File: config.mk
export PLATFORM = sky130hd
export DESIGN_NAME = srbn_ctrl
export DESIGN_NICKNAME = d
export VERILOG_FILES = /design/src/hw/rtl/srbn_pkg.sv /design/src/hw/rtl/srbn_ctrl.sv
export SDC_FILE = /design/constraint.sdc
export NUM_CORES = 1
export LEC_CHECK = 0
export ABC_AREA = 1
export BUFFER_PORTS_ARGS = -buffer_cell sky130_fd_sc_hd__buf_2
export CORE_ASPECT_RATIO = 2
export CORE_UTILIZATION = 56
export DETAILED_ROUTE_END_ITERATION = 10
export PLACE_DENSITY = 0.8
export SLEW_MARGIN = 10
export SYNTH_ARGS = -nofsm -noshare
export SYNTH_HDL_FRONTEND = slang
export SYNTH_SLANG_ARGS = --single-unit
File: constraint.sdc
create_clock -name clk -period 11.2 [get_ports clk]
set_input_delay 1.68 -clock clk [delete_from_list [all_inputs] [get_ports clk]]
set_output_delay 1.68 -clock clk [all_outputs]
set_load 0.02 [all_outputs]
File: src/hw/rtl/srbn_pkg.sv
// Shared types, request codes and state encoding for the line buffer navigator.
package srbn_pkg;

  localparam int STORE_BYTES_DEF = 16384;
  localparam int FIELD_W         = 14;

  typedef enum logic [3:0] {
    REQ_APPEND    = 4'd0,
    REQ_NEXT      = 4'd1,
    REQ_PREV      = 4'd2,
    REQ_GOTO      = 4'd3,
    REQ_TRY       = 4'd4,
    REQ_BEGIN     = 4'd5,
    REQ_END       = 4'd6,
    REQ_GOTO_POS  = 4'd7,
    REQ_SET_WRITE = 4'd8,
    REQ_SET_BEGIN = 4'd9,
    REQ_READ      = 4'd10,
    REQ_WRITE     = 4'd11,
    REQ_CLEAR     = 4'd12
  } req_code_t;

  typedef enum logic [2:0] {
    ST_IDLE,
    ST_STEP,
    ST_NSCAN,
    ST_PCHK,
    ST_PSCAN,
    ST_END,
    ST_READ,
    ST_FIN
  } state_t;

  typedef struct packed {
    logic [3:0]         req_type;
    logic [7:0]         data_byte;
    logic [FIELD_W-1:0] value;
  } in_t;

  typedef struct packed {
    logic               status;
    logic [FIELD_W-1:0] read_pos;
    logic [FIELD_W-1:0] line_number;
    logic [FIELD_W-1:0] write_pos;
    logic [FIELD_W-1:0] begin_pos;
    logic [7:0]         read_data;
    logic [FIELD_W-1:0] remaining;
  } out_t;

endpackage

File: src/hw/rtl/srbn_ctrl.sv
// Request sequencer: pointers, line counter and the byte scans over the text store.
module srbn_ctrl #(
  parameter int STORE_BYTES = 16384,
  parameter int AW          = 14
) (
  input  logic           clk,
  input  logic           rst,
  input  logic           req_valid,
  output logic           req_stall,
  input  srbn_pkg::in_t  req,
  output logic           res_valid,
  input  logic           res_ready,
  output srbn_pkg::out_t res,
  output logic           mem_we,
  output logic [AW-1:0]  mem_waddr,
  output logic [7:0]     mem_wdata,
  output logic [AW-1:0]  mem_raddr,
  input  logic [7:0]     mem_rdata
);
  import srbn_pkg::*;

  localparam int CW = (AW > FIELD_W) ? AW : FIELD_W;
  localparam logic [CW:0]   SB_X = (CW+1)'(STORE_BYTES);
  localparam logic [AW+1:0] SB_A = (AW+2)'(STORE_BYTES);
  localparam logic [AW:0]   SB_P = (AW+1)'(STORE_BYTES);

  state_t state, state_next;
  logic [AW-1:0] wp, wp_next, rp, rp_next, rs, rs_next;
  logic [FIELD_W-1:0] lc, lc_next, target, target_next;
  logic [AW:0] pl, pl_next;
  logic fwd, fwd_next, multi, multi_next, is_try, is_try_next;
  logic [AW-1:0] save_rp, save_rp_next;
  logic [FIELD_W-1:0] save_lc, save_lc_next;
  logic [AW-1:0] scan_addr, scan_addr_next, chk_addr, chk_addr_next;
  logic scan_on, scan_on_next, chk_v, chk_v_next;
  logic ok, ok_next;
  logic [7:0] rdata, rdata_next;

  logic step_ok, step_fail;
  logic [CW:0] val_x, wp_x, rp_x, rs_x;
  logic [AW+1:0] app_addr;
  logic [AW-1:0] shown_rp;

  assign val_x    = (CW+1)'(req.value);
  assign wp_x     = (CW+1)'(wp);
  assign rp_x     = (CW+1)'(rp);
  assign rs_x     = (CW+1)'(rs);
  assign app_addr = (AW+2)'(wp) + (AW+2)'(pl);

  always_comb begin
    state_next     = state;
    wp_next        = wp;
    rp_next        = rp;
    rs_next        = rs;
    lc_next        = lc;
    pl_next        = pl;
    target_next    = target;
    fwd_next       = fwd;
    multi_next     = multi;
    is_try_next    = is_try;
    save_rp_next   = save_rp;
    save_lc_next   = save_lc;
    scan_addr_next = scan_addr;
    scan_on_next   = scan_on;
    chk_addr_next  = chk_addr;
    chk_v_next     = chk_v;
    ok_next        = ok;
    rdata_next     = rdata;
    mem_we         = 1'b0;
    mem_waddr      = '0;
    mem_wdata      = '0;
    mem_raddr      = '0;
    step_ok        = 1'b0;
    step_fail      = 1'b0;
    req_stall      = (state != ST_IDLE);
    res_valid      = (state == ST_FIN);

    unique case (state)
      ST_IDLE: begin
        if (req_valid) begin
          ok_next     = 1'b1;
          rdata_next  = '0;
          is_try_next = 1'b0;
          multi_next  = 1'b0;
          state_next  = ST_FIN;
          unique case (req.req_type)
            REQ_APPEND: begin
              if (req.data_byte != 8'd0) begin
                if (app_addr < SB_A - 1'b1) begin
                  mem_we    = 1'b1;
                  mem_waddr = app_addr[AW-1:0];
                  mem_wdata = req.data_byte;
                end
                if (pl < SB_P) begin
                  pl_next = pl + 1'b1;
                end
              end else begin
                if (app_addr + 1'b1 < SB_A) begin
                  mem_we    = 1'b1;
                  mem_waddr = app_addr[AW-1:0];
                  mem_wdata = 8'd0;
                  wp_next   = AW'(app_addr + 1'b1);
                end else begin
                  ok_next = 1'b0;
                end
                pl_next = '0;
              end
            end
            REQ_NEXT: begin
              fwd_next   = 1'b1;
              state_next = ST_STEP;
            end
            REQ_PREV: begin
              fwd_next   = 1'b0;
              state_next = ST_STEP;
            end
            REQ_GOTO, REQ_TRY: begin
              target_next  = req.value;
              multi_next   = 1'b1;
              is_try_next  = (req.req_type == REQ_TRY);
              save_rp_next = rp;
              save_lc_next = lc;
              if (lc < req.value) begin
                fwd_next   = 1'b1;
                state_next = ST_STEP;
              end else if (lc > req.value) begin
                fwd_next   = 1'b0;
                state_next = ST_STEP;
              end
            end
            REQ_BEGIN: begin
              lc_next = '0;
              if (rs <= wp) begin
                rp_next = rs;
              end else begin
                ok_next = 1'b0;
              end
            end
            REQ_END: begin
              lc_next = '0;
              if (wp != '0) begin
                mem_raddr  = wp - 1'b1;
                state_next = ST_END;
              end else begin
                ok_next = 1'b0;
              end
            end
            REQ_GOTO_POS: begin
              if (val_x >= rs_x && val_x <= wp_x) begin
                rp_next = val_x[AW-1:0];
              end else begin
                ok_next = 1'b0;
              end
            end
            REQ_SET_WRITE: begin
              if (val_x < SB_X && val_x >= rs_x && val_x >= rp_x) begin
                wp_next = val_x[AW-1:0];
                pl_next = '0;
              end else begin
                ok_next = 1'b0;
              end
            end
            REQ_SET_BEGIN: begin
              if (val_x < SB_X && val_x <= wp_x) begin
                rs_next = val_x[AW-1:0];
              end else begin
                ok_next = 1'b0;
              end
            end
            REQ_READ: begin
              if (val_x < SB_X) begin
                mem_raddr  = val_x[AW-1:0];
                state_next = ST_READ;
              end
            end
            REQ_WRITE: begin
              if (val_x < SB_X) begin
                mem_we    = 1'b1;
                mem_waddr = val_x[AW-1:0];
                mem_wdata = req.data_byte;
              end else begin
                ok_next = 1'b0;
              end
            end
            REQ_CLEAR: begin
              wp_next = '0;
              rp_next = '0;
              rs_next = '0;
              lc_next = '0;
              pl_next = '0;
            end
            default: begin
              ok_next = 1'b0;
            end
          endcase
        end
      end

      ST_STEP: begin
        if (fwd) begin
          if (rp < rs || rp >= wp) begin
            step_fail = 1'b1;
          end else begin
            scan_addr_next = rp;
            scan_on_next   = 1'b1;
            chk_v_next     = 1'b0;
            state_next     = ST_NSCAN;
          end
        end else begin
          if (lc == '0 || rp <= rs) begin
            step_fail = 1'b1;
          end else if ((rp - 1'b1) < wp && (rp - 1'b1) > rs) begin
            mem_raddr  = rp - 1'b1;
            state_next = ST_PCHK;
          end else if ((rp - 1'b1) == rs) begin
            rp_next = rs;
            lc_next = lc - 1'b1;
            step_ok = 1'b1;
          end else begin
            step_fail = 1'b1;
          end
        end
      end

      ST_NSCAN: begin
        mem_raddr      = scan_addr;
        scan_addr_next = scan_addr + 1'b1;
        scan_on_next   = scan_on && ((AW+1)'(scan_addr) + 1'b1 < (AW+1)'(wp));
        chk_v_next     = scan_on;
        chk_addr_next  = scan_addr;
        if (chk_v) begin
          if (mem_rdata == 8'd0) begin
            rp_next = chk_addr + 1'b1;
            lc_next = lc + 1'b1;
            step_ok = 1'b1;
          end else if ((AW+1)'(chk_addr) + 1'b1 >= (AW+1)'(wp)) begin
            step_fail = 1'b1;
          end
        end
      end

      ST_PCHK: begin
        if (mem_rdata == 8'd0) begin
          scan_addr_next = rp - 2'd2;
          scan_on_next   = 1'b1;
          chk_v_next     = 1'b0;
          state_next     = ST_PSCAN;
        end else begin
          step_fail = 1'b1;
        end
      end

      ST_PSCAN: begin
        mem_raddr      = scan_addr;
        scan_addr_next = scan_addr - 1'b1;
        scan_on_next   = scan_on && (scan_addr != rs);
        chk_v_next     = scan_on;
        chk_addr_next  = scan_addr;
        if (chk_v) begin
          if (mem_rdata == 8'd0) begin
            rp_next = chk_addr + 1'b1;
            lc_next = lc - 1'b1;
            step_ok = 1'b1;
          end else if (chk_addr == rs) begin
            rp_next = rs;
            lc_next = lc - 1'b1;
            step_ok = 1'b1;
          end
        end
      end

      ST_END: begin
        if (mem_rdata == 8'd0 && (wp - 1'b1) >= rs) begin
          rp_next = wp;
        end else begin
          ok_next = 1'b0;
        end
        state_next = ST_FIN;
      end

      ST_READ: begin
        rdata_next = mem_rdata;
        state_next = ST_FIN;
      end

      ST_FIN: begin
        if (res_ready) begin
          state_next  = ST_IDLE;
          is_try_next = 1'b0;
          if (is_try) begin
            rp_next = save_rp;
            lc_next = save_lc;
          end
        end
      end

      default: begin
        state_next = ST_IDLE;
      end
    endcase

    // common tail of one next/prev step
    if (step_ok) begin
      if (multi && (fwd ? (lc_next < target) : (lc_next != '0 && lc_next > target))) begin
        state_next = ST_STEP;
      end else begin
        state_next = ST_FIN;
      end
    end
    if (step_fail) begin
      ok_next    = 1'b0;
      state_next = ST_FIN;
    end
  end

  always_ff @(posedge clk) begin
    if (rst) begin
      state   <= ST_IDLE;
      wp      <= '0;
      rp      <= '0;
      rs      <= '0;
      lc      <= '0;
      pl      <= '0;
      is_try  <= 1'b0;
      scan_on <= 1'b0;
      chk_v   <= 1'b0;
    end else begin
      state   <= state_next;
      wp      <= wp_next;
      rp      <= rp_next;
      rs      <= rs_next;
      lc      <= lc_next;
      pl      <= pl_next;
      is_try  <= is_try_next;
      scan_on <= scan_on_next;
      chk_v   <= chk_v_next;
    end
  end

  always_ff @(posedge clk) begin
    target    <= target_next;
    fwd       <= fwd_next;
    multi     <= multi_next;
    save_rp   <= save_rp_next;
    save_lc   <= save_lc_next;
    scan_addr <= scan_addr_next;
    chk_addr  <= chk_addr_next;
    ok        <= ok_next;
    rdata     <= rdata_next;
  end

  // after a trial walk the remaining count is taken from the saved read pointer
  assign shown_rp = is_try ? save_rp : rp;

  always_comb begin
    res.status      = ~ok;
    res.read_pos    = FIELD_W'(rp);
    res.line_number = is_try ? save_lc : lc;
    res.write_pos   = FIELD_W'(wp);
    res.begin_pos   = FIELD_W'(rs);
    res.read_data   = rdata;
    res.remaining   = (wp >= shown_rp) ? FIELD_W'(wp - shown_rp) : '0;
  end

  a_rp_le_wp: assert property (@(posedge clk) disable iff (rst) rp <= wp)
    else $error("read pointer past write pointer");
  a_rs_le_wp: assert property (@(posedge clk) disable iff (rst) rs <= wp)
    else $error("region start past write pointer");
  a_pl_sat: assert property (@(posedge clk) disable iff (rst) pl <= SB_P)
    else $error("pending length over limit");
  a_fin_idle: assert property (@(posedge clk) disable iff (rst)
      (state == ST_FIN && res_ready) |=> state == ST_IDLE)
    else $error("result handoff did not return to idle");
  a_no_write_scan: assert property (@(posedge clk) disable iff (rst)
      (state == ST_NSCAN || state == ST_PSCAN) |-> !mem_we)
    else $error("store written during a scan");

endmodule

==> impl_metrics.csv, run 1 <==
group,metric,value,unit
placement,post_dp_cell_area,19000,sq um
clock_tree,clock_path_buffers,2,
die,die_w,128,microns
yosys,ys_async_sr_fraction,0,%
yosys,ys_seq_area_share,22.3,%
yosys,synth_seq_cells,158,
yosys,synth-xor-area-share,4.15,%
yosys,syn_nets,2928,
yosys,ys.flop_type,"edfxtp_1",
placement,dp_hpwl,66200,microns
yosys,syn_inst,2654,
yosys,synthMuxAreaShare,0,%
yosys,synth_top_family_by_area,"simple AND/OR/NAND/NOR gates",
clock_tree,cts_resized,0,
clock_tree,cts.sinks,158,
global_route,globalRouteTotalUtil,59.3,%
die,die_y,254,microns
placement,pre_cts_ws,5000,ps
clock_tree,post-cts-setup-buffer-count,0,
global_route,grt_max_degree,50,
yosys,synth_top_area_cell,"ha_1",
die,num_io_pins,156,
outcome,outcome,"did not finish",
yosys,synth-compound-area-share,18.3,%
global_route,grt_pass1_wl,141000,microns
die,num_rows,91,
placement,io_buffers,155,
outcome,lastStage,"global routing",
yosys,synthTopCellsByArea,"ha_1, edfxtp_1, nand2_1, dfxtp_1, inv_1",
clock_tree,htreeDepth,4,
clock_tree,cts_buffers,17,
yosys,synth_fa_ha_area_share,16.8,%
global_route,overflow,5,
yosys,synth_top_area_share,16.4,%
clock_tree,root_buffer,"clkbuf_16",
yosys,synth_simple_gate_area_share,29.3,%
yosys,synth.distinct_cells,69,
outcome,tool.error,"[ERROR GRT-0116] Global routing finished with congestion. Check the congestion regions in the DRC Viewer.",
yosys,yosys_warnings,0,
die,initial_utilization,57.3,%
global_route,grt_pass1_vias,21900,
yosys,avgSynthCellArea,6.68,sq um
yosys,synth_edf_count,80,
placement,routabilityCongestion,1.10,
yosys,synth_area,17700,sq um
clock_tree,holdBufCountCts,0,
cell usage after synthesis, types with 9 or more instances:
cell        n
a211oi_1   17
a21oi_1   232
a221oi_1    9
a31oi_1    22
buf_2      13
clkbuf_1   42
dfxtp_1    78
edfxtp_1   80
ha_1      232
inv_1     321
inv_2      20
nand2_1   618
nand2_2    10
nand3_1   168
nand3b_1    9
nand4_1    59
nor2_1    255
nor2_2     10
nor3_1     38
nor4_1     11
o211ai_1   12
o21ai_0   133
o21ai_1    16
o21bai_1    9
o221ai_1    9
o22ai_1    39
or2_2      11
xnor2_1     9
xor2_1     67
per-stage QoR:
step           cells  util (%)  hold WS [ps]
3_3_place_gp    3191      61.3           449
2_1_floorplan   2654         -           424
4_1_cts         3223      63.2           483
3_5_place_dp    3191      61.3           473
routing by layer:
layer	GRT overflow	track usage (%)
met1	0	57.1
met2	2	86.6
met3	0	32.8
met4	3	60.6
met5	0	1.75
cells by family after synthesis:
family | Yosys count
adders and majority gates | 236
AOI/OAI and AO/OA | 557
xor gates and xnor gates | 79
and+or+nand+nor | 1210
DFF | 158
buffers and inverters | 414
==> run 2, diff against run 1 <==
--- a/config.mk
+++ b/config.mk
@@ -7,10 +7,9 @@
 export LEC_CHECK = 0
 export ABC_AREA = 1
 export BUFFER_PORTS_ARGS = -buffer_cell sky130_fd_sc_hd__buf_2
-export CORE_ASPECT_RATIO = 2
-export CORE_UTILIZATION = 56
+export CORE_UTILIZATION = 40
 export DETAILED_ROUTE_END_ITERATION = 10
-export PLACE_DENSITY = 0.8
+export PLACE_DENSITY_LB_ADDON = 0.15
 export SLEW_MARGIN = 10
 export SYNTH_ARGS = -nofsm -noshare
 export SYNTH_HDL_FRONTEND = slang
==> run 2 against run 1 <==
Area after synthesis unchanged. The run now ends clean. Synthesized cell count did not move.
==> impl_metrics.csv, run 2 <==
group,metric,value,unit
outcome,outcome,"finished, final reports clean",
worst_hold_path,hold_path_class,"flop to flop",
sta,setup_viol,0,
placement,routabilityCongestion,1.07,
die,num_rows,76,
route,first_iter_violations,2407,
clock_tree,cts_resized,0,
critical_path,reg2reg_depth,36,
pwr,power.density_cell_area,304,nW/um^2
global_route,grt_pass1_wl,113000,microns
route,ant_nets,0,
yosys,synthTopCellsByArea,"ha_1, edfxtp_1, nand2_1, dfxtp_1, inv_1",
critical_path,cpPeakStageDelay,960,ps
die,initial_utilization,40.8,%
global_route,antenna_found_initial,1,
pwr,p_switching,0.00346,W
sta,period_needed,6760,ps
critical_path,worstSetupPathType,"flop to primary output",
critical_path,critPathCaptureType,"primary output",
sta,fin_ws,4440,ps
cells_and_area,largest_register_ffs,15,
global_route,overflow,0,
critical_path,start_kind,"flop",
clock_tree,cts.sinks,158,
die,die-area,45200,sq um
sta,fmax,148,MHz
global_route,grt_max_degree,50,
critical_path,r2r_slack,5290,ps
pwr,switching_share,57.6,%
cells_and_area,stdcell_count,3390,
critical_path,worstPathArrival,5080,ps
yosys,synth_edf_count,80,
cells_and_area,drive_gt1_share,9.99,%
route,drc,0,
clock_tree,root_buffer,"clkbuf_16",
route,wire_per_inst,22.7,microns
die,core,43500,sq um
yosys,syn_inst,2654,
yosys,synth-compound-area-share,18.3,%
yosys,yosys_warnings,0,
critical_path,crit_top_cell,"nor2_1",
critical_path,path_depth,20,
clock_tree,cts_buffers,17,
critical_path,crit_chain,"inv_1 > o21ai_0 > ha_1 > nand2_1 > nor2_1 > a211oi_1 > nor2_1 > nor2_1 > o21bai_1 > nand2_1 > nand2_1 > a21oi_1 > nor2_1 > nor2_1 > o21bai_1 > nand3_1 > nand2_1 > o21ai_0 > a21oi_1 > buf_2",
cells_and_area,fin_util,45.5,%
yosys,synthMuxAreaShare,0,%
yosys,synth_seq_cells,158,
clock_tree,holdBufCountCts,0,
yosys,ys_async_sr_fraction,0,%
yosys,syn_nets,2928,
yosys,synth_commonest_cells,"nand2_1, inv_1, nor2_1",
critical_path,worstPathRequired,9520,ps
critical_path,cp-startpoint,"is_try",
sta,grt_setup_unrepaired,"no",
critical_path,crit_slowest_cell,"dfxtp_1",
clock_tree,clock_latency,490,ps
critical_path,critical-path-top-delay-family,"compound AO/OA/AOI/OAI gates",
yosys,synth_top_area_share,16.4,%
critical_path,r2r-end,"state[1]",
critical_path,crit_end,"res[11]",
critical_path,timing.rr.start,"rp[2]",
placement,io_buffers,155,
critical_path,path_buf_inv,2,
die,num_io_pins,156,
cells_and_area,fin_area,19800,sq um
cells_and_area,layout.nets,3065,
route,firstDrtPassIters,8,
yosys,ys.flop_type,"edfxtp_1",
critical_path,path_max_fanout,30,
sta,finalCritPeriodShare,60.4,%
pwr,peakVddDrop,0.000249,V
sta,setup_tns,0,ps
placement,pre_cts_ws,5000,ps
global_route,globalRouteTotalUtil,34.1,%
clock_tree,cts_tree,"done",
sta,fin_skew,15.7,ps
placement,dp_cells,3357,
pwr,pwr-share-clk,10.3,%
sta,worst_pin_slew,1340,ps
yosys,synth.distinct_cells,69,
pwr,internal_power,0.00254,W
clock_tree,htreeDepth,4,
yosys,avgSynthCellArea,6.68,sq um
pwr,seqPwrFrac,18.1,%
clock_tree,clock_path_buffers,2,
yosys,synth_fa_ha_area_share,16.8,%
yosys,synth_area,17700,sq um
route,vias,19800,
cells_and_area,area_growth,11.4,%
pwr,p_leak,9.40,nW
yosys,synth.most_common_cell,"nand2_1",
yosys,synth_top_area_cell,"ha_1",
global_route,grt_pass1_vias,18100,
cells_and_area,final_common_cell,"nand2_1",
sta,hold_viol_final,0,
placement,post_dp_cell_area,19200,sq um
clock_tree,clk_pin_slew,70,ps
pwr,power_frac_comb,71.5,%
die,die_w,213,microns
placement,dp_hpwl,60100,microns
cells_and_area,layout_common_cells,"nand2_1, inv_1, nor2_1",
cells_and_area,largest-register,"pl",
clock_tree,post-cts-setup-buffer-count,0,
yosys,synth_top_family_by_area,"simple AND/OR/NAND/NOR gates",
yosys,synth-xor-area-share,4.15,%
flow_run,drv_cap,0,
sta,relSlewSlack,10.3,%
yosys,ys_seq_area_share,22.3,%
die,die_y,213,microns
yosys,synth_simple_gate_area_share,29.3,%
route,routed_wl,76800,microns
route,vias_per_cell,5.84,
sta,slew_violations,0,
run 2: cells by family (layout without fill, tap and decap cells):
group	after synthesis	count (layout)
AOI/OAI and AO/OA	557	557
adders and majority gates	236	236
other	0	1
and+or+nand+nor	1210	1210
xor gates and xnor gates	79	79
DFF	158	158
buffers and inverters	414	564
run 2: worst register-to-register path, delay by kind of cell, from the launching register on:
kind	cells	cell delay, ps
simple gates	19	2530
compound gates	10	1440
fa+ha+maj	3	890
flops	1	500
buf+inv	4	460
run 2: worst min path at each step:
stage                   from      endpoint  slack, ps  depth (start not counted)
2_1_floorplan  scan_addr[13]  chk_addr[13]        420                          0
3_3_place_gp         scan_on       scan_on        450                          2
3_5_place_dp         scan_on         chk_v        470                          2
4_1_cts              scan_on         chk_v        470                          2
5_1_grt              scan_on         chk_v        500                          2
6_report             scan_on         chk_v        480                          2
run 2: layer usage:
layer	part of all wire [%]	global-route usage [%]	vias to the layer above	wire, microns
li1	-	-	9340	-
met1	42	44.2	9212	32300
met2	44	52.6	1027	33500
met3	9.0	6.88	207	6880
met4	5.4	18.8	0	4140
met5	0	0	-	0
run 2: cell type report:
type | instances | area, sq um
Fill cell | 4624 | 23700
Multi-Input combinational cell | 2082 | 12200
Sequential cell | 158 | 3960
Inverter | 349 | 1310
Timing Repair Buffer | 183 | 986
Tap cell | 585 | 732
Clock buffer | 27 | 505
Clock inverter | 5 | 77.6
Antenna cell | 1 | 2.50
run 2: through the flow:
stage               hold slack (ps)  power, W
finish                          477   0.00600
global route                    497   0.00651
CTS                             475   0.00592
detailed placement              469   0.00527
global placement                448   0.00522
floorplan                       424   0.00394
run 2: power groups by stage:
stage               clock [W]  combinational [W]  sequential, W
floorplan                   0            0.00295       0.000993
global placement            0            0.00413        0.00108
detailed placement          0            0.00419        0.00109
CTS                  0.000628            0.00421        0.00108
global route         0.000645            0.00477        0.00110
finish               0.000621            0.00430        0.00109
Note: power is estimated with default switching activity, not from simulation.
==> run 3, diff against run 2 <==
==> constraint.sdc (replaced) <==
create_clock -name clk -period 6.2 [get_ports clk]
set_input_delay 0.93 -clock clk [delete_from_list [all_inputs] [get_ports clk]]
set_output_delay 0.93 -clock clk [all_outputs]
set_load 0.02 [all_outputs]
==> run 3 against run 2 <==
Hold slack got worse by 13 ps. Sequential power rose by 75%. Largest power group unchanged. Worst setup slack got worse by 4000 ps. Power rose by 83%.
==> impl_metrics.csv, run 3 (synthesis results as in run 2) <==
group,metric,value,unit
clock_tree,cts.sinks,158,
critical_path,cp-startpoint,"rp[1]",
die,die-area,45200,sq um
critical_path,path_max_fanout,7,
worst_hold_path,hold_path_depth,2,
sta,relSlewSlack,18.5,%
clock_tree,root_buffer,"clkbuf_16",
cells_and_area,drive_gt1_share,10.6,%
flow_run,drv_cap,0,
die,num_rows,76,
route,vias_per_cell,5.81,
die,num_io_pins,156,
clock_tree,cts_buffers,17,
pwr,power.density_cell_area,554,nW/um^2
placement,routabilityCongestion,0.986,
route,first_iter_violations,2109,
cells_and_area,largest_register_ffs,15,
clock_tree,clock_path_buffers,2,
sta,slew_violations,0,
global_route,grt_pass1_wl,117000,microns
sta,worst_pin_slew,1220,ps
placement,dp_cells,3365,
cells_and_area,area_growth,11.8,%
sta,hold_viol_final,0,
global_route,grt_pass1_vias,18000,
worst_hold_path,hold_path_class,"flop to flop",
clock_tree,clock_latency,510,ps
die,die_y,213,microns
die,initial_utilization,40.8,%
global_route,grt_max_degree,50,
global_route,antenna_found_initial,4,
cells_and_area,stdcell_count,3397,
critical_path,r2r-end,"state[1]",
cells_and_area,fin_area,19800,sq um
clock_tree,clk_pin_slew,70,ps
sta,fmax,175,MHz
pwr,peakVddDrop,0.000473,V
cells_and_area,layout_common_cells,"nand2_1, inv_1, nor2_1",
pwr,p_leak,9.45,nW
route,wire_per_inst,23.7,microns
die,core,43500,sq um
critical_path,r2r_slack,470,ps
critical_path,crit_top_cell,"nand2_1",
cells_and_area,nFillCells,4669,
critical_path,worstSetupPathType,"flop to flop",
global_route,globalRouteTotalUtil,35.6,%
placement,dp_hpwl,62800,microns
cells_and_area,diodes,0,
outcome,outcome,"finished, final reports clean",
sta,finalCritPeriodShare,92.4,%
cells_and_area,seqCellArea,3960,sq um
route,firstDrtPassIters,6,
sta,setup_viol,0,
clock_tree,htreeDepth,4,
placement,post_dp_cell_area,19200,sq um
worst_hold_path,hold_start,"scan_on",
placement,pre_cts_ws,443,ps
clock_tree,holdBufCountCts,0,
critical_path,start_kind,"flop",
cells_and_area,final_common_cell,"nand2_1",
placement,io_buffers,155,
critical_path,reg2reg_depth,34,
sta,fin_ws,473,ps
critical_path,worstPathArrival,6110,ps
route,ant_nets,0,
critical_path,cpPeakStageDelay,440,ps
global_route,overflow,0,
route,vias,19700,
clock_tree,cts_tree,"done",
sta,grt_setup_unrepaired,"no",
cells_and_area,multiInputGateArea,12200,sq um
sta,fin_skew,18.5,ps
sta,period_needed,5730,ps
critical_path,critPathCaptureType,"flop",
pwr,power,0.0110,W
critical_path,timing.rr.start,"rp[1]",
route,routed_wl,80400,microns
critical_path,crit_slowest_cell,"nor3_1",
route,drc,0,
critical_path,worstPathRequired,6590,ps
worst_hold_path,holdPathEnd,"scan_on",
sta,setup_tns,0,ps
cells_and_area,layout.nets,3073,
die,die_w,213,microns
cells_and_area,largest-register,"pl",
[run 3: cell types whose count changed in the layout (fill, tap and decap cells not counted), moves of 2 or more]
cell and change:
inv_8 +3, buf_4 +8, clkbuf_1 -7, inv_4 +2, clkbuf_8 +2, bufinv_16 -2, inv_6 +3
[run 3: worst max path at each step]
stage | endpoint | slack (ps) | cells past startpoint
5_1_grt | state[2] | 50 | 37
2_1_floorplan | state[1] | 1420 | 37
6_report | state[1] | 470 | 34
4_1_cts | state[1] | 410 | 37
3_3_place_gp | state[2] | 490 | 37
3_5_place_dp | state[2] | 440 | 37
[run 3: critical path, delay by kind of cell (launching register included)]
kind	cells	cell delay, ps
fa+ha+maj	3	860
simple gates	17	2370
xor+xnor	1	210
buf+inv	4	480
flops	1	380
compound gates	9	1290
[run 3: through the flow]
| stage | hold slack [ps] | util [%] |
|---|---|---|
| 2_1_floorplan | 424 | - |
| 3_5_place_dp | 458 | 44.3 |
| 4_1_cts | 469 | 45.6 |
| 5_1_grt | 485 | 45.7 |
| 6_report | 465 | 45.7 |
| 3_3_place_gp | 451 | 44.3 |
[run 3: final cells by class]
class | count | area share (%)
multi-input combinational | 2082 | 61.5
sequential | 158 | 20.0
inverter | 349 | 6.60
timing repair buffer | 191 | 5.27
tap | 585 | 3.69
clock buffer | 22 | 2.55
clock inverter | 10 | 0.435
[run 3: per-layer routing]
layer	vias to the layer above	share of wire (%)	GRT usage, %
li1	9370	-	-
met1	9301	42	46.3
met2	914	46	57.2
met3	159	8.7	6.78
met4	2	3.9	15.3
met5	-	0.016	0
[run 3: power by group]
group | total [W] | switching, W | internal (W)
logic | 0.00795 | 0.00540 | 0.00254
clock network | 0.00113 | 0.000540 | 0.000593
registers | 0.00191 | 0.000468 | 0.00145
[run 3: what timing repair did]
| item | 4_1_cts | 5_1_grt |
|---|---|---|
| resized for setup | 0 | 2 |
| buffers inserted | 0 | 0 |
| setup endpoints to repair | 0 | 2 |
